### src/rtl/core/pfba_pkg.sv
`timescale 1ns / 1ps

package pfba_pkg;

    // Field widths
    localparam int KIND_W        = 2;
    localparam int PAGE_W        = 10;
    localparam int STATUS_W      = 2;
    localparam int BITS_PER_BYTE = 8;
    localparam int BIT_W         = 3;

    // Allocate only hands out pages the page field can express: 1024 pages, 128 bytes
    localparam int SUM_BYTES = 128;
    localparam int SUM_IDX_W = 7;
    localparam int GROUPS    = 16;
    localparam int GRP_W     = 4;

    localparam logic [BITS_PER_BYTE-1:0] FULL_BYTE = 8'hFF;

    // Request kinds
    localparam logic [KIND_W-1:0] KIND_ALLOC = 2'd0;
    localparam logic [KIND_W-1:0] KIND_FREE  = 2'd1;
    localparam logic [KIND_W-1:0] KIND_MARK  = 2'd2;

    // Result status codes
    localparam logic [STATUS_W-1:0] STATUS_OK    = 2'd0;
    localparam logic [STATUS_W-1:0] STATUS_FULL  = 2'd1;
    localparam logic [STATUS_W-1:0] STATUS_RANGE = 2'd2;

    // Sequencer to free-byte search
    typedef struct packed {
        logic                 grp_load;
        logic                 upd_en;
        logic [SUM_IDX_W-1:0] upd_idx;
        logic                 upd_full;
    } srch_ctrl_t;

    // Free-byte search to sequencer
    typedef struct packed {
        logic                 grp_any;
        logic [SUM_IDX_W-1:0] byte_idx;
    } srch_stat_t;

endpackage

### src/rtl/core/pfba_channels.sv
`timescale 1ns / 1ps

interface pfba_req_if import pfba_pkg::*; ();
    logic              valid;
    logic              ready;
    logic [KIND_W-1:0] kind;
    logic [PAGE_W-1:0] frame_num;

    modport source (output valid, kind, frame_num, input ready);
    modport sink   (input valid, kind, frame_num, output ready);
endinterface

interface pfba_rsp_if import pfba_pkg::*; ();
    logic                valid;
    logic                ready;
    logic [PAGE_W-1:0]   result_page;
    logic [STATUS_W-1:0] status;

    modport source (output valid, result_page, status, input ready);
    modport sink   (input valid, result_page, status, output ready);
endinterface

### src/rtl/core/pfba_bitmap_ram.sv
`timescale 1ns / 1ps

module pfba_bitmap_ram import pfba_pkg::*; #(
    parameter int DEPTH  = 128,
    parameter int ADDR_W = 7
) (
    input  logic                     clk,
    input  logic                     we,
    input  logic [ADDR_W-1:0]        waddr,
    input  logic [BITS_PER_BYTE-1:0] wdata,
    input  logic                     re,
    input  logic [ADDR_W-1:0]        raddr,
    output logic [BITS_PER_BYTE-1:0] rdata
);

    logic [BITS_PER_BYTE-1:0] mem [DEPTH];

    // Write one byte
    always_ff @(posedge clk)
    begin
        if (we)
        begin
            mem[waddr] <= wdata;
        end
    end

    // Registered read
    always_ff @(posedge clk)
    begin
        if (re)
        begin
            rdata <= mem[raddr];
        end
    end

endmodule

### src/rtl/core/pfba_free_search.sv
`timescale 1ns / 1ps

module pfba_free_search import pfba_pkg::*; #(
    parameter int ALLOC_BYTES = 128
) (
    input  logic       clk,
    input  logic       rst_n,
    input  srch_ctrl_t ctrl,
    output srch_stat_t stat
);

    logic [SUM_BYTES-1:0] full_reg;
    logic [SUM_BYTES-1:0] eff_full;
    logic [GROUPS-1:0]    grp_full;
    logic [GRP_W-1:0]     grp_reg;
    logic [GRP_W-1:0]     grp_first;
    logic                 grp_hit;
    logic [BITS_PER_BYTE-1:0] row;
    logic [BIT_W-1:0]     row_first;

    // Bytes the allocator may not hand out count as full
    always_comb
    begin
        for (int i = 0; i < SUM_BYTES; i++)
        begin
            eff_full[i] = full_reg[i] | (i >= ALLOC_BYTES);
        end
        for (int g = 0; g < GROUPS; g++)
        begin
            grp_full[g] = &eff_full[g*BITS_PER_BYTE +: BITS_PER_BYTE];
        end
    end

    // First group with room
    always_comb
    begin
        grp_hit   = 1'b0;
        grp_first = '0;
        for (int g = GROUPS - 1; g >= 0; g--)
        begin
            if (!grp_full[g])
            begin
                grp_hit   = 1'b1;
                grp_first = GRP_W'(g);
            end
        end
    end

    // First byte with room inside the held group
    always_comb
    begin
        row       = eff_full[{grp_reg, 3'b000} +: BITS_PER_BYTE];
        row_first = '0;
        for (int j = BITS_PER_BYTE - 1; j >= 0; j--)
        begin
            if (!row[j])
            begin
                row_first = BIT_W'(j);
            end
        end
    end

    assign stat.grp_any  = grp_hit;
    assign stat.byte_idx = {grp_reg, row_first};

    // Track full bytes, hold the chosen group
    always_ff @(posedge clk or negedge rst_n)
    begin
        if (!rst_n)
        begin
            full_reg <= '0;
        end
        else if (ctrl.upd_en)
        begin
            full_reg[ctrl.upd_idx] <= ctrl.upd_full;
        end
    end

    always_ff @(posedge clk)
    begin
        if (ctrl.grp_load)
        begin
            grp_reg <= grp_first;
        end
    end

endmodule

### src/rtl/core/page_frame_bitmap_allocator_unit.sv
`timescale 1ns / 1ps

// First-fit page frame allocator over a bitmap of BITMAP_BYTES bytes, one bit per
// page, held in a single-port-read RAM. After reset the block clears every byte of
// the RAM and keeps req.ready low meanwhile. One request is worked at a time:
// allocate runs group search, byte search, RAM read, then modify and write; free
// and mark run a RAM read-modify-write; an allocate that finds no room, and
// out-of-range or unused kinds, go straight to the result. The sequencer returns to
// idle on the edge that loads the result; requests are accepted only in idle, so a
// new request waits until the last one is through. A 128-bit
// summary of full bytes, searched as 16 groups of 8, finds the first byte with
// room. The next request is accepted while a result still waits on rsp; its own
// result then holds the sequencer until the waiting beat is taken.
module page_frame_bitmap_allocator_unit import pfba_pkg::*; #(
    parameter int BITMAP_BYTES = 128
) (
    input  logic          clk,
    input  logic          rst_n,
    pfba_req_if.sink      req,
    pfba_rsp_if.source    rsp
);

    localparam int ADDR_W      = (BITMAP_BYTES > 1) ? $clog2(BITMAP_BYTES) : 1;
    localparam int TOTAL_PAGES = BITMAP_BYTES * BITS_PER_BYTE;
    localparam int ALLOC_BYTES = (BITMAP_BYTES < SUM_BYTES) ? BITMAP_BYTES : SUM_BYTES;

    typedef enum logic [2:0] {
        S_CLEAR,
        S_IDLE,
        S_BYTE,
        S_READ,
        S_UPDATE,
        S_DONE
    } state_t;

    state_t                state_reg;
    logic [ADDR_W-1:0]     clr_cnt_reg;
    logic [SUM_IDX_W-1:0]  byte_idx_reg;
    logic [BIT_W-1:0]      bit_reg;
    logic [KIND_W-1:0]     kind_reg;
    logic [PAGE_W-1:0]     res_page_reg;
    logic [STATUS_W-1:0]   res_status_reg;
    logic                  out_valid_reg;
    logic [PAGE_W-1:0]     out_page_reg;
    logic [STATUS_W-1:0]   out_status_reg;

    logic                     accept;
    logic                     in_range;
    logic                     is_alloc;
    logic [BIT_W-1:0]         free_bit;
    logic [BITS_PER_BYTE-1:0] upd_mask;
    logic [BITS_PER_BYTE-1:0] new_byte;
    logic [BITS_PER_BYTE-1:0] ram_rdata;
    logic                     ram_we;
    logic [ADDR_W-1:0]        ram_waddr;
    logic [BITS_PER_BYTE-1:0] ram_wdata;
    srch_ctrl_t               srch_ctrl;
    srch_stat_t               srch_stat;

    assign req.ready       = (state_reg == S_IDLE);
    assign accept          = req.valid && req.ready;
    assign in_range        = ({22'd0, req.frame_num} < 32'(TOTAL_PAGES));
    assign is_alloc        = (kind_reg == KIND_ALLOC);

    assign rsp.valid       = out_valid_reg;
    assign rsp.result_page = out_page_reg;
    assign rsp.status      = out_status_reg;

    // Lowest clear bit of the byte just read
    always_comb
    begin
        free_bit = '0;
        for (int j = BITS_PER_BYTE - 1; j >= 0; j--)
        begin
            if (!ram_rdata[j])
            begin
                free_bit = BIT_W'(j);
            end
        end
    end

    // Modify the byte: set for allocate and mark, clear for free
    always_comb
    begin
        upd_mask = BITS_PER_BYTE'(1) << (is_alloc ? free_bit : bit_reg);
        if (kind_reg == KIND_FREE)
        begin
            new_byte = ram_rdata & ~upd_mask;
        end
        else
        begin
            new_byte = ram_rdata | upd_mask;
        end
    end

    // Drive the search summary and the RAM from the sequencer state
    always_comb
    begin
        srch_ctrl.grp_load = accept && (req.kind == KIND_ALLOC);
        srch_ctrl.upd_en   = (state_reg == S_UPDATE);
        srch_ctrl.upd_idx  = byte_idx_reg;
        srch_ctrl.upd_full = (new_byte == FULL_BYTE);

        ram_we    = (state_reg == S_CLEAR) || (state_reg == S_UPDATE);
        ram_waddr = (state_reg == S_CLEAR) ? clr_cnt_reg : ADDR_W'(byte_idx_reg);
        ram_wdata = (state_reg == S_CLEAR) ? '0 : new_byte;
    end

    pfba_bitmap_ram #(
        .DEPTH  (BITMAP_BYTES),
        .ADDR_W (ADDR_W)
    ) u_ram (
        .clk   (clk),
        .we    (ram_we),
        .waddr (ram_waddr),
        .wdata (ram_wdata),
        .re    (state_reg == S_READ),
        .raddr (ADDR_W'(byte_idx_reg)),
        .rdata (ram_rdata)
    );

    pfba_free_search #(
        .ALLOC_BYTES (ALLOC_BYTES)
    ) u_search (
        .clk   (clk),
        .rst_n (rst_n),
        .ctrl  (srch_ctrl),
        .stat  (srch_stat)
    );

    // Sequencer and output register
    always_ff @(posedge clk or negedge rst_n)
    begin
        if (!rst_n)
        begin
            state_reg     <= S_CLEAR;
            clr_cnt_reg   <= '0;
            out_valid_reg <= 1'b0;
        end
        else
        begin
            // Drop the result beat once taken; the result state reloads it itself
            if (rsp.ready && state_reg != S_DONE)
            begin
                out_valid_reg <= 1'b0;
            end

            unique case (state_reg)
                S_CLEAR:
                begin
                    clr_cnt_reg <= clr_cnt_reg + 1'b1;
                    if (clr_cnt_reg == ADDR_W'(BITMAP_BYTES - 1))
                    begin
                        state_reg <= S_IDLE;
                    end
                end

                S_IDLE:
                begin
                    if (accept)
                    begin
                        kind_reg       <= req.kind;
                        bit_reg        <= req.frame_num[BIT_W-1:0];
                        byte_idx_reg   <= req.frame_num[PAGE_W-1:BIT_W];
                        res_page_reg   <= req.frame_num;
                        res_status_reg <= STATUS_OK;
                        if (req.kind == KIND_ALLOC)
                        begin
                            if (srch_stat.grp_any)
                            begin
                                state_reg <= S_BYTE;
                            end
                            else
                            begin
                                res_page_reg   <= '0;
                                res_status_reg <= STATUS_FULL;
                                state_reg      <= S_DONE;
                            end
                        end
                        else if ((req.kind == KIND_FREE || req.kind == KIND_MARK)
                                 && in_range)
                        begin
                            state_reg <= S_READ;
                        end
                        else
                        begin
                            res_status_reg <= STATUS_RANGE;
                            state_reg      <= S_DONE;
                        end
                    end
                end

                S_BYTE:
                begin
                    byte_idx_reg <= srch_stat.byte_idx;
                    state_reg    <= S_READ;
                end

                S_READ:
                begin
                    state_reg <= S_UPDATE;
                end

                S_UPDATE:
                begin
                    if (is_alloc)
                    begin
                        res_page_reg <= {byte_idx_reg, free_bit};
                    end
                    state_reg <= S_DONE;
                end

                S_DONE:
                begin
                    // Hold until the output register is free
                    if (!out_valid_reg || rsp.ready)
                    begin
                        out_valid_reg  <= 1'b1;
                        out_page_reg   <= res_page_reg;
                        out_status_reg <= res_status_reg;
                        state_reg      <= S_IDLE;
                    end
                end

                default:
                begin
                    state_reg <= S_IDLE;
                end
            endcase
        end
    end

endmodule

### src/flat_wrapper.sv
// flat-port wrapper written by rule: the top's interface ports become plain ports
module page_frame_bitmap_allocator_unit_flat import pfba_pkg::*;
#(
    parameter int BITMAP_BYTES = 128
)
  (clk, rst_n, req_valid, req_kind, req_frame_num, req_ready, rsp_valid, rsp_result_page, rsp_status, rsp_ready);
  pfba_req_if req_i ();
  pfba_rsp_if rsp_i ();
  input  logic clk;
  input  logic rst_n;
  input wire logic [$bits(req_i.valid)-1:0] req_valid;
  input wire logic [$bits(req_i.kind)-1:0] req_kind;
  input wire logic [$bits(req_i.frame_num)-1:0] req_frame_num;
  output wire logic [$bits(req_i.ready)-1:0] req_ready;
  output wire logic [$bits(rsp_i.valid)-1:0] rsp_valid;
  output wire logic [$bits(rsp_i.result_page)-1:0] rsp_result_page;
  output wire logic [$bits(rsp_i.status)-1:0] rsp_status;
  input wire logic [$bits(rsp_i.ready)-1:0] rsp_ready;
  assign req_i.valid = req_valid;
  assign req_i.kind = req_kind;
  assign req_i.frame_num = req_frame_num;
  assign req_ready = req_i.ready;
  assign rsp_valid = rsp_i.valid;
  assign rsp_result_page = rsp_i.result_page;
  assign rsp_status = rsp_i.status;
  assign rsp_i.ready = rsp_ready;
  page_frame_bitmap_allocator_unit #(.BITMAP_BYTES(BITMAP_BYTES)) u_core (.clk(clk), .rst_n(rst_n), .req(req_i), .rsp(rsp_i));
endmodule
### config.mk
export PLATFORM = sky130hd
export DESIGN_NAME = page_frame_bitmap_allocator_unit_flat
export DESIGN_NICKNAME = d
export VERILOG_FILES = /design/src/rtl/core/pfba_pkg.sv /design/src/rtl/core/pfba_channels.sv /design/src/rtl/core/pfba_bitmap_ram.sv /design/src/rtl/core/pfba_free_search.sv /design/src/rtl/core/page_frame_bitmap_allocator_unit.sv /design/src/flat_wrapper.sv
export SDC_FILE = /design/constraint.sdc
export NUM_CORES = 1
export LEC_CHECK = 0
export BUFFER_PORTS_ARGS = -buffer_cell sky130_fd_sc_hd__buf_2
export CORE_AREA = 4 4 357 359
export DETAILED_ROUTE_END_ITERATION = 12
export DIE_AREA = 0 0 361 363
export GPL_TIMING_DRIVEN = 0
export HOLD_SLACK_MARGIN = 0.02
export SKIP_CTS_REPAIR_TIMING = 1
export SLEW_MARGIN = 30
export SYNTH_ARGS = -nofsm -noshare
export SYNTH_HDL_FRONTEND = slang
export SYNTH_HIERARCHICAL = 1
export SYNTH_SLANG_ARGS = --single-unit
### constraint.sdc
create_clock -name clk -period 10.7 [get_ports clk]
set_input_delay 1.07 -clock clk [delete_from_list [all_inputs] [get_ports clk]]
set_output_delay 1.07 -clock clk [all_outputs]
set_load 0.05 [all_outputs]
Yosys cells after proc, flatten, opt, wreduce, memory -nomap -nowiden

Memory sizes are Yosys's and may differ from the RTL's. A register that Yosys moved wholly into a read port is not among the register bits.
Index checks and enable logic that the tools add are counted.

Shift-type cells: 2
$lt $le $gt $ge: 2
Add/subtract/negate cells: 1
Bitwise operators: 3
Muxes and demuxes: 76
Eq/ne operators: 15
Reductions and logical operators: 37

Operators by type and width:

| operator            | number |
|---|---|
| $bwmux 128          | 1 |
| $reduce_and 8->1    | 16 |
| $shiftx 128x8->8    | 1 |
| $mux 3              | 27 |
| $reduce_and 64->1   | 1 |
| $mux 10             | 4 |
| $mux 4              | 8 |
| $reduce_and 32->1   | 1 |
| $mux 1              | 24 |
| $pmux 10 s2         | 1 |
| $pmux 3 s6          | 1 |
| $mux 8              | 2 |
| $reduce_and 16->1   | 1 |
| $mux 7              | 2 |
| $pmux 7 s2          | 1 |
| $reduce_and 3->1    | 4 |
| $and 8x8->8         | 1 |
| $eq 8x8->1 const B  | 1 |
| $lt 7x8->1 const B  | 1 |
| $mux 2              | 4 |
| $not 8->8           | 1 |
| $or 8x8->8          | 1 |
| $shl 1x3->8 const A | 1 |
| $add 7x1->7 const B | 1 |
| 18 further kinds    | 30 |

Input port bits: 16
Memories kept: 1
RAM bits: 1,024
Word-level logic and storage cells: 152
Output and inout port bits: 14
Register bits: 179

Memories:

| name             | depth | width | rd ports | clocked after Yosys merged registers in | write ports | RTL line              | RTL |
|---|---|---|---|---|---|---|---|
| u_core.u_ram.mem | 128   | 8     | 1        | 1                                       | 1           | pfba_bitmap_ram.sv:16 | `logic [BITS_PER_BYTE-1:0] mem [DEPTH];` |

Logic depth before layout (Yosys ltp)

Gate-level depths: netlist of the first run.

Depth in word-level cells: 21
Gate-level depth with buffers: 12

Modules after synthesis

The synthesis of the first run kept the hierarchy.

Modules (own cells, without submodules):

| module                           | cells an instance | instances | area each (sq um) |
|---|---|---|---|
| pfba_bitmap_ram                  | 1,635             | 1         | 39,745.6 |
| pfba_free_search                 | 610               | 1         | 7,129.3 |
| page_frame_bitmap_allocator_unit | 231               | 1         | 2,504.9 |

Worst setup path after synthesis of the first run

Ideal clock, no wire load.

Path type: register -> register
From: reg u_core.kind_reg[0]
To: mem u_core.u_ram.mem[0][6] (data pin)
Path buffers: 2
Path slack: 2.415 ns
Cell stages (with the launch flop): 9
Required time: 9.379 ns
Arrival time: 6.964 ns
Library setup time: 1.321 ns
Period minus slack after synthesis: 8.285 ns
Cells stage by stage: edfxtp_1 > buf_6 > or2_4 > mux2i_1 > a31oi_4 > buf_4 > nor3_1 > nor2_1 > a311oi_1

Word-level cells in the longest chain between the ends: 7
Elaborated cells between the ends (all ways): 9

RTL lines:

| item                     | RTL line                                | RTL |
|---|---|---|
| start: declaration       | page_frame_bitmap_allocator_unit.sv:40  | `logic [KIND_W-1:0] kind_reg;` |
| start signal: assignment | page_frame_bitmap_allocator_unit.sv:162 | `kind_reg <= req.kind;` |
| $logic_not 2->1          | page_frame_bitmap_allocator_unit.sv:63  | `assign is_alloc = (kind_reg == KIND_ALLOC);` |
| $mux 3                   | page_frame_bitmap_allocator_unit.sv:85  | `upd_mask = BITS_PER_BYTE'(1) << (is_alloc ? free_bit : bit_reg);` |
| $shl 1x3->8              | page_frame_bitmap_allocator_unit.sv:85  |  |
| $not 8->8                | page_frame_bitmap_allocator_unit.sv:88  | `new_byte = ram_rdata & ~upd_mask;` |
| $and 8x8->8              | page_frame_bitmap_allocator_unit.sv:88  |  |
| $mux 8 *                 | page_frame_bitmap_allocator_unit.sv:86  | `if (kind_reg == KIND_FREE)` |
| $mux 8 *                 | page_frame_bitmap_allocator_unit.sv:106 | `ram_wdata = (state_reg == S_CLEAR) ? '0 : new_byte;` |
| via u_core.ram_wdata[6]  | page_frame_bitmap_allocator_unit.sv:56  | `logic [BITS_PER_BYTE-1:0] ram_wdata;` |
| end: declaration         | pfba_bitmap_ram.sv:16                   |  |

Mark *: on every way through the listed nets, which the timed path passes. The rest lies on a longest branch.

Worst setup path after layout of the first run

From: reg u_core.state_reg[1]
To: mem u_core.u_ram.mem[45][4], enable pin

Elaborated cells between the ends (all ways): 6

RTL lines:

| item                     | RTL line                                | RTL |
|---|---|---|
| start: declaration       | page_frame_bitmap_allocator_unit.sv:36  | `state_t state_reg;` |
| start signal: assignment | page_frame_bitmap_allocator_unit.sv:136 | `state_reg <= S_CLEAR;` |
| start signal: assignment | page_frame_bitmap_allocator_unit.sv:154 | `state_reg <= S_IDLE;` |
| start signal: assignment | page_frame_bitmap_allocator_unit.sv:171 | `state_reg <= S_BYTE;` |
| $logic_not 3->1          | page_frame_bitmap_allocator_unit.sv:105 | `ram_waddr = (state_reg == S_CLEAR) ? clr_cnt_reg : ADDR_W'(byte_idx_reg);` |
| $mux 7                   | page_frame_bitmap_allocator_unit.sv:105 |  |
| via u_core.ram_waddr[2]  | page_frame_bitmap_allocator_unit.sv:55  | `logic [ADDR_W-1:0] ram_waddr;` |

The timed path passes the listed nets, and every way through them passes these cells.

==> impl_results.md, run 1 <==
* Primary FF master, synth: edfxtp_1
* H-tree Lvls at 4
* Clock sink total at ~1200
* Reg2reg end: u_core/u_ram/mem[45][4]$_DFFE_PP_
* Area Overhead vs Synth at 15.3%
* Crit path DAT at ~5000 ps
* Share of the synthesized area in the top cell type at 65.2%
* Critical path's largest stage delay at 690 ps
* DRT antenna net count at 0
* Worst hold path type: primary input to asynchronous set/reset pin
* Vias post-DR at between 20000 and 30000
* Most area-hungry cell type in the Yosys netlist: edfxtp_1
* Sequential area share after synthesis at about 72%
* Slew headroom at 30.0%
* Vias per inst at ~5.8
* R2R cell count at 10
* Final setup fails at 0
* Most used cell, CP: clkbuf_1
* Net count, final at 2721
* Core Area at about 0.12 mm2
* Crit start category: flop
* Last element of the critical path: u_core/u_ram/mem[45][4]$_DFFE_PP_
* Final Wtd Congestion at a little over 0.9
* Number of buffers and inverters on the critical path at 5
* Library cells used by synthesis at 60
* Synth area leaders: edfxtp_1 (65%), mux4_2 (16%), dfrtp_1 (7.0%), mux2_2 (3.4%), nor2_1 (1.6%)
* Minimum clock period at between 4000 and 5000 ps
* Stages on worst setup path at 10
* # DRC at 0
* Mapped Avg Cell Area at approximately 20 um2
* Status: completed
* Largest net degree at the start of global routing at just over 90
* Top Ports at 30
* Max Fanout on Critical Path at 10
* Synthesized instance count at 2476
* Drt total wl at ~130 mm
* TritonCTS clock tree: built
* Critical-path top delay cell: nor2_1
* RSZ-0062 raised after global routing: no
* Post-synth ARST share at a little under an eighth
* Synth Warn # at 6
* Reg2reg setup slack at 6040 ps
* Die Area at between 0.1 and 0.15 mm2
* Grt total ovfl at 0
* Clk_skew at 21.7 ps
* First-pass GRT wire length at roughly 190 mm
* Seq cells post-synth at 1211
* Drt pass-1 iters at 6
* Slack of the critical path at slightly above 6000 ps
* FP Rows at 129
* Post-Syn Nets at 2494
* Final Power at between 10 and 15 mW
* WL/cell at between 20 and 30 um
* Max-slew violation count at 0
* Number of enable flip-flop cells after synthesis at 1072
* DIE WIDTH at roughly 360 um
* Port Buffers at 29
* Delay-heaviest family, CP: simple AND/OR/NAND/NOR gates
* Die Y at about 360 um
* Post-synth top cells: edfxtp_1 (1072), mux4_2 (359), nor2_1 (205)
* Fillers at 10200
* PD cells at around 230 mW/mm2
* Initial Util at between 30% and 40%
* GRT Total Usage at between 10% and 20%
* Count leader, synth: edfxtp_1
* Period utilisation layout at 43.5%
* Vias in the first global route at 26300
* Clk slew on worst S/H paths at about 60 ps
* TritonCTS Buffers at 130
* Worst Tran Pin Value at around 1100 ps
* Place WS at between 6000 and 7000 ps
* Maxcap violations at 0
* Initial DRC count at 3220
* Largest register FFs at roughly 1000
* Dpl hpwl at just over 90 mm
* Crit path from: u_core/state_reg[1]$_DFFE_PN0P_
* Fmax at 0.215 GHz
* Required @ worst endpoint at about 11000 ps
* Clock Latency Late Sink at ~730 ps
* VDD IR max at 163 uV
* LEAKAGE at 18.6 nW
* Largest reg by FF count: u_core/u_ram/mem
* CTS Buffer Depth at 3
* Setup CP Type: flop to flop
* CP Cell Sequence: clkbuf_1 -> nor3_1 -> clkbuf_1 -> mux2_2 -> clkbuf_1 -> nor2b_1 -> nand3_1 -> clkbuf_2 -> buf_16 -> nor2_1
* Worst reg2reg path startpoint: u_core/state_reg[1]$_DFFE_PN0P_
* Final hold violations at 0
* Worst setup EP type: flop
* Synth Cell Area at 0.0494 mm2
* Antenna violations before repair at 6
* Root Buffer: clkbuf_16
* Share of cells above drive strength 1 at 31.7%
cells by family (layout without fill, tap and decap cells):
family,after synthesis,after routing,share of synthesized area (%)
multiplexers,529,529,20.6
AO/OA/AOI/OAI,56,56,0.877
AND/OR/NAND/NOR,532,532,4.78
adder cells (fa/ha/maj),2,2,0.0507
flip-flops,1211,1211,72.2
XOR/XNOR,7,7,0.124
other,0,1,0
buffers and inverters,139,466,1.34
worst reg2reg max path: cells and delay by family, from the launching register on:
family                 cells  cell delay (ps)
multiplexers               1              300
buffers and inverters      5             1640
AND/OR/NAND/NOR            4             1970
flip-flops                 1              350
power by group:
part | switching (mW) | internal [mW]
sequential | 0.0677 | 5.84
clock | 1.81 | 2.54
combinational | 1.74 | 0.914
total | 3.62 | 9.29
worst min-delay path by stage:
| stage | slack (ps) | from | end |
|---|---|---|---|
| floorplan | 400 | u_core/res_page_reg[0]$_DFFE_PP_ | u_core/rsp.result_page[0]$_DFFE_PP_ |
| global placement | 410 | u_core/res_status_reg[1]$_SDFFCE_PP0P_ | u_core/rsp.status[1]$_DFFE_PP_ |
| detailed placement | 410 | u_core/res_page_reg[1]$_DFFE_PP_ | u_core/rsp.result_page[1]$_DFFE_PP_ |
| CTS | 350 | rst_n | u_core/u_search/eff_full[25]$_DFFE_PN0P_ |
| global route | 400 | rst_n | u_core/u_search/eff_full[28]$_DFFE_PN0P_ |
| finish | 360 | rst_n | u_core/u_search/eff_full[31]$_DFFE_PN0P_ |
metal layers:
layer / global-route usage, % / vias to the layer above / wire [um]
met5: 0 / - / 0
met4: 6.36 / 0 / 3700
met3: 3.74 / 210 / 11100
met2: 31.3 / 1209 / 61400
met1: 26.9 / 13900 / 51000
li1: - / 10600 / -
cells in the final DEF, fill, tap and decap left out, drive strengths merged, types with 10 or more instances in the layout:
master and instances:
dfrtp 139, clkinv 47, mux4 371, nor3 30
nand2b 16, edfxtp 1072, bufinv 10, nor2 206
clkbuf 237, nand3 35, mux2 153, buf 152
nand4 40, inv 18, nor2b 18, nand2 162
per-stage QoR:
| stage | setup TNS, ps | instance area, um2 | hold WS, ps | util, % | cells |
|---|---|---|---|---|---|
| after floorplan | 0 | 49400 | 400 | - | 2476 |
| after global placement | -2700000 | 51600 | 406 | 41.7 | 4142 |
| after detailed placement | 0 | 52800 | 406 | 42.6 | 4208 |
| after CTS | 0 | 56900 | 348 | 45.9 | 4440 |
| after global routing | 0 | 56900 | 402 | 46.0 | 4440 |
| final | 0 | 56900 | 365 | 46.0 | 4441 |
layout make-up:
class                   instances  area [um2]  area share [%]
diodes                          1        2.50         0.00440
plain buffers                 131         657            1.15
clock buffers                 163        3450            6.06
clock inverters                69         667            1.17
inverters                       8        30.0          0.0528
multi-input cells            1126       13200            23.3
flip-flops and latches       1211       35700            62.7
well taps                    1637        2050            3.60
repair buffers                 95        1150            2.01
No activity file was read; power rests on OpenSTA's default activity.
==> run 2: changes to the inputs <==
- clock period: 10.7 -> 4.3 ns (I/O delays scaled with it)
==> run 2 against run 1 <==
Clock skew is 18 ps higher; routed wire length is 0.93% higher; core utilization is 0.21 points higher; flip-flop and latch count stayed put; critical path depth is 2 lower; sequential share of layout area is 0.28 points lower; critical endpoint is now u_core/u_ram/mem[23][3]$_DFFE_PP_; largest power group unchanged; highest routed layer is now met5.
==> impl_results.md, run 2 (synthesized netlist as in run 1, its figures left out) <==
* Share of cells above drive strength 1 at around 34%
* GRT busiest layer: met2
* H-tree Lvls at 3
* Met1 usage at between 20% and 30%
* Die Y at roughly 360 um
* Top Ports at 30
* WL/cell at roughly 29 um
* Minimum clock period at 4250 ps
* First-pass GRT wire length at between 150 and 200 mm
* Worst setup EP type: flop
* Clk slew on worst S/H paths at roughly 60 ps
* Initial DRC count at ~3200
* Status: completed
* Antenna violations before repair at 3
* Largest net degree at the start of global routing at 73
* Final setup fails at 0
* Max-slew violation count at 0
* Crit start category: flop
* Worst hold path type: primary input to flop
* Dpl hpwl at 91.2 mm
* Vias in the first global route at 26100
* Drt pass-1 iters at 5
* Critical path's largest stage delay at about 700 ps
* Core Area at 0.124 mm2
* LEAKAGE at approximately 19 nW
* Vias post-DR at 26000
* Grt total ovfl at 0
* Largest reg by FF count: u_core/u_ram/mem
* Required @ worst endpoint at roughly 4700 ps
* Period utilisation layout at 98.8%
* Setup CP Type: flop to flop
* Root Buffer: clkbuf_16
* Critical-path top delay cell: clkbuf_2
* Reg2reg setup slack at about 52 ps
* PD cells at around 560 mW/mm2
* CTS Buffer Depth at 3
* Worst reg2reg path startpoint: u_core/state_reg[1]$_DFFE_PN0P_
* Crit path DAT at around 4600 ps
* Hold slack at between 40 and 50 ps
* Slew headroom at 31.1%
* FP Rows at roughly 130
* Port Buffers at 29
* DRT antenna net count at 0
* Placed insts at between 4000 and 5000
* TritonCTS Buffers at approximately 120
* Drt total wl at about 130 mm
* CP Cell Sequence: clkbuf_1 -> nor3_1 -> clkbuf_2 -> mux2_2 -> clkbuf_1 -> nand4_1 -> clkbuf_2 -> nor2_2
* GRT Total Usage at about a fifth
* Clk_skew at 39.9 ps
* Final instance area at roughly 0.057 mm2
* Slack of the critical path at just over 50 ps
* Hold path start: req_frame_num[6]
* Hold Path Cell Cnt at 3
* Clock Latency Late Sink at between 700 and 800 ps
* Met2 Use GR at a little under a third
* Reg2reg end: u_core/u_ram/mem[23][3]$_DFFE_PP_
* VDD IR max at about 380 uV
* Worst Tran Pin Value at slightly above 1000 ps
* Area Overhead vs Synth at 15.8%
* Commonest non-fill, non-tap cell in the layout: edfxtp_1
* Clock sink total at approximately 1200
* Final Wtd Congestion at 0.874
* Place WS at -337 ps
* DIE WIDTH at 361 um
* Commonest cells after routing, fill and taps aside: edfxtp_1 (1072), mux4_2 (359), nand2_1 (159)
* R2R cell count at 8
* Final hold violations at 0
* Net count, final at about 2700
* Fillers at just over 10000
* Largest register FFs at between 1000 and 1500
* Vias per inst at just under 6
* TritonCTS clock tree: built
* Hold EP: u_core/res_page_reg[6]$_DFFE_PP_
* Max Fanout on Critical Path at 10
* Post-DP Area at roughly 0.053 mm2
* Grt met3 use at 4.04%
* Final Non-Filler Cells at roughly 4500
* Maxcap violations at 0
* Initial Util at roughly 40%
* # DRC at 0
* Fmax at ~0.24 GHz
* Final Power at 31.9 mW
* Die Area at between 0.1 and 0.15 mm2
## run 2: changes by cell type in the layout (fill, tap and decap cells not counted), sizes merged, moves of 2 or more
cell,delta
inv,-5
clkinvlp,+6
clkinv,+12
clkbuf,-24
dlygate4sd3,+11
bufinv,+2
buf,+6
## run 2: power breakdown
group	total [mW]	internal (mW)	switching (mW)
registers	14.7	14.5	0.170
logic	6.82	2.34	4.48
clock network	10.4	5.91	4.47
total	31.9	22.8	9.12
## run 2: layout make-up
class	count	area (um2)	area share (%)
diodes	2	5.00	0.00875
clock inverters	84	827	1.45
multi-input cells	1126	13500	23.6
flip-flops and latches	1211	35700	62.4
repair buffers	110	1360	2.38
inverters	8	30.0	0.0525
clock buffers	142	3110	5.43
plain buffers	131	661	1.16
well taps	1637	2050	3.58
## run 2: per-stage QoR
step / setup TNS, ps / util, %
6_report: 0 / 46.2
5_1_grt: -239 / 46.2
4_1_cts: -62040 / 45.9
3_5_place_dp: -55640 / 42.7
3_3_place_gp: -3163120 / 41.7
2_1_floorplan: -195530 / -
## run 2: per-layer routing
layer	routed length, um	part of all wire, %
met1	51800	40
met2	60900	47
met3	11500	9.0
met4	4070	3.2
met5	144	0.11
## run 2: worst max-delay path by stage
stage,slack [ps],endpoint,depth (start not counted),startpoint
global route,-30,u_core/u_ram/mem[93][3]$_DFFE_PP_,10,u_core/state_reg[1]$_DFFE_PN0P_
CTS,-330,u_core/u_ram/mem[22][2]$_DFFE_PP_,9,u_core/state_reg[1]$_DFFE_PN0P_
finish,50,u_core/u_ram/mem[23][3]$_DFFE_PP_,8,u_core/state_reg[1]$_DFFE_PN0P_
floorplan,-890,u_core/u_ram/mem[0][3]$_DFFE_PP_,7,u_core/kind_reg[0]$_DFFE_PP_
global placement,-4900,u_core/u_ram/mem[122][3]$_DFFE_PP_,7,u_core/kind_reg[0]$_DFFE_PP_
detailed placement,-340,u_core/u_ram/mem[22][2]$_DFFE_PP_,9,u_core/state_reg[1]$_DFFE_PN0P_
## run 2: worst max-delay path, delay by kind of cell (launching register included)
family	cells	cell delay [ps]
muxes	1	310
and+or+nand+nor	3	1610
buffers and inverters	4	1580
DFF	1	360
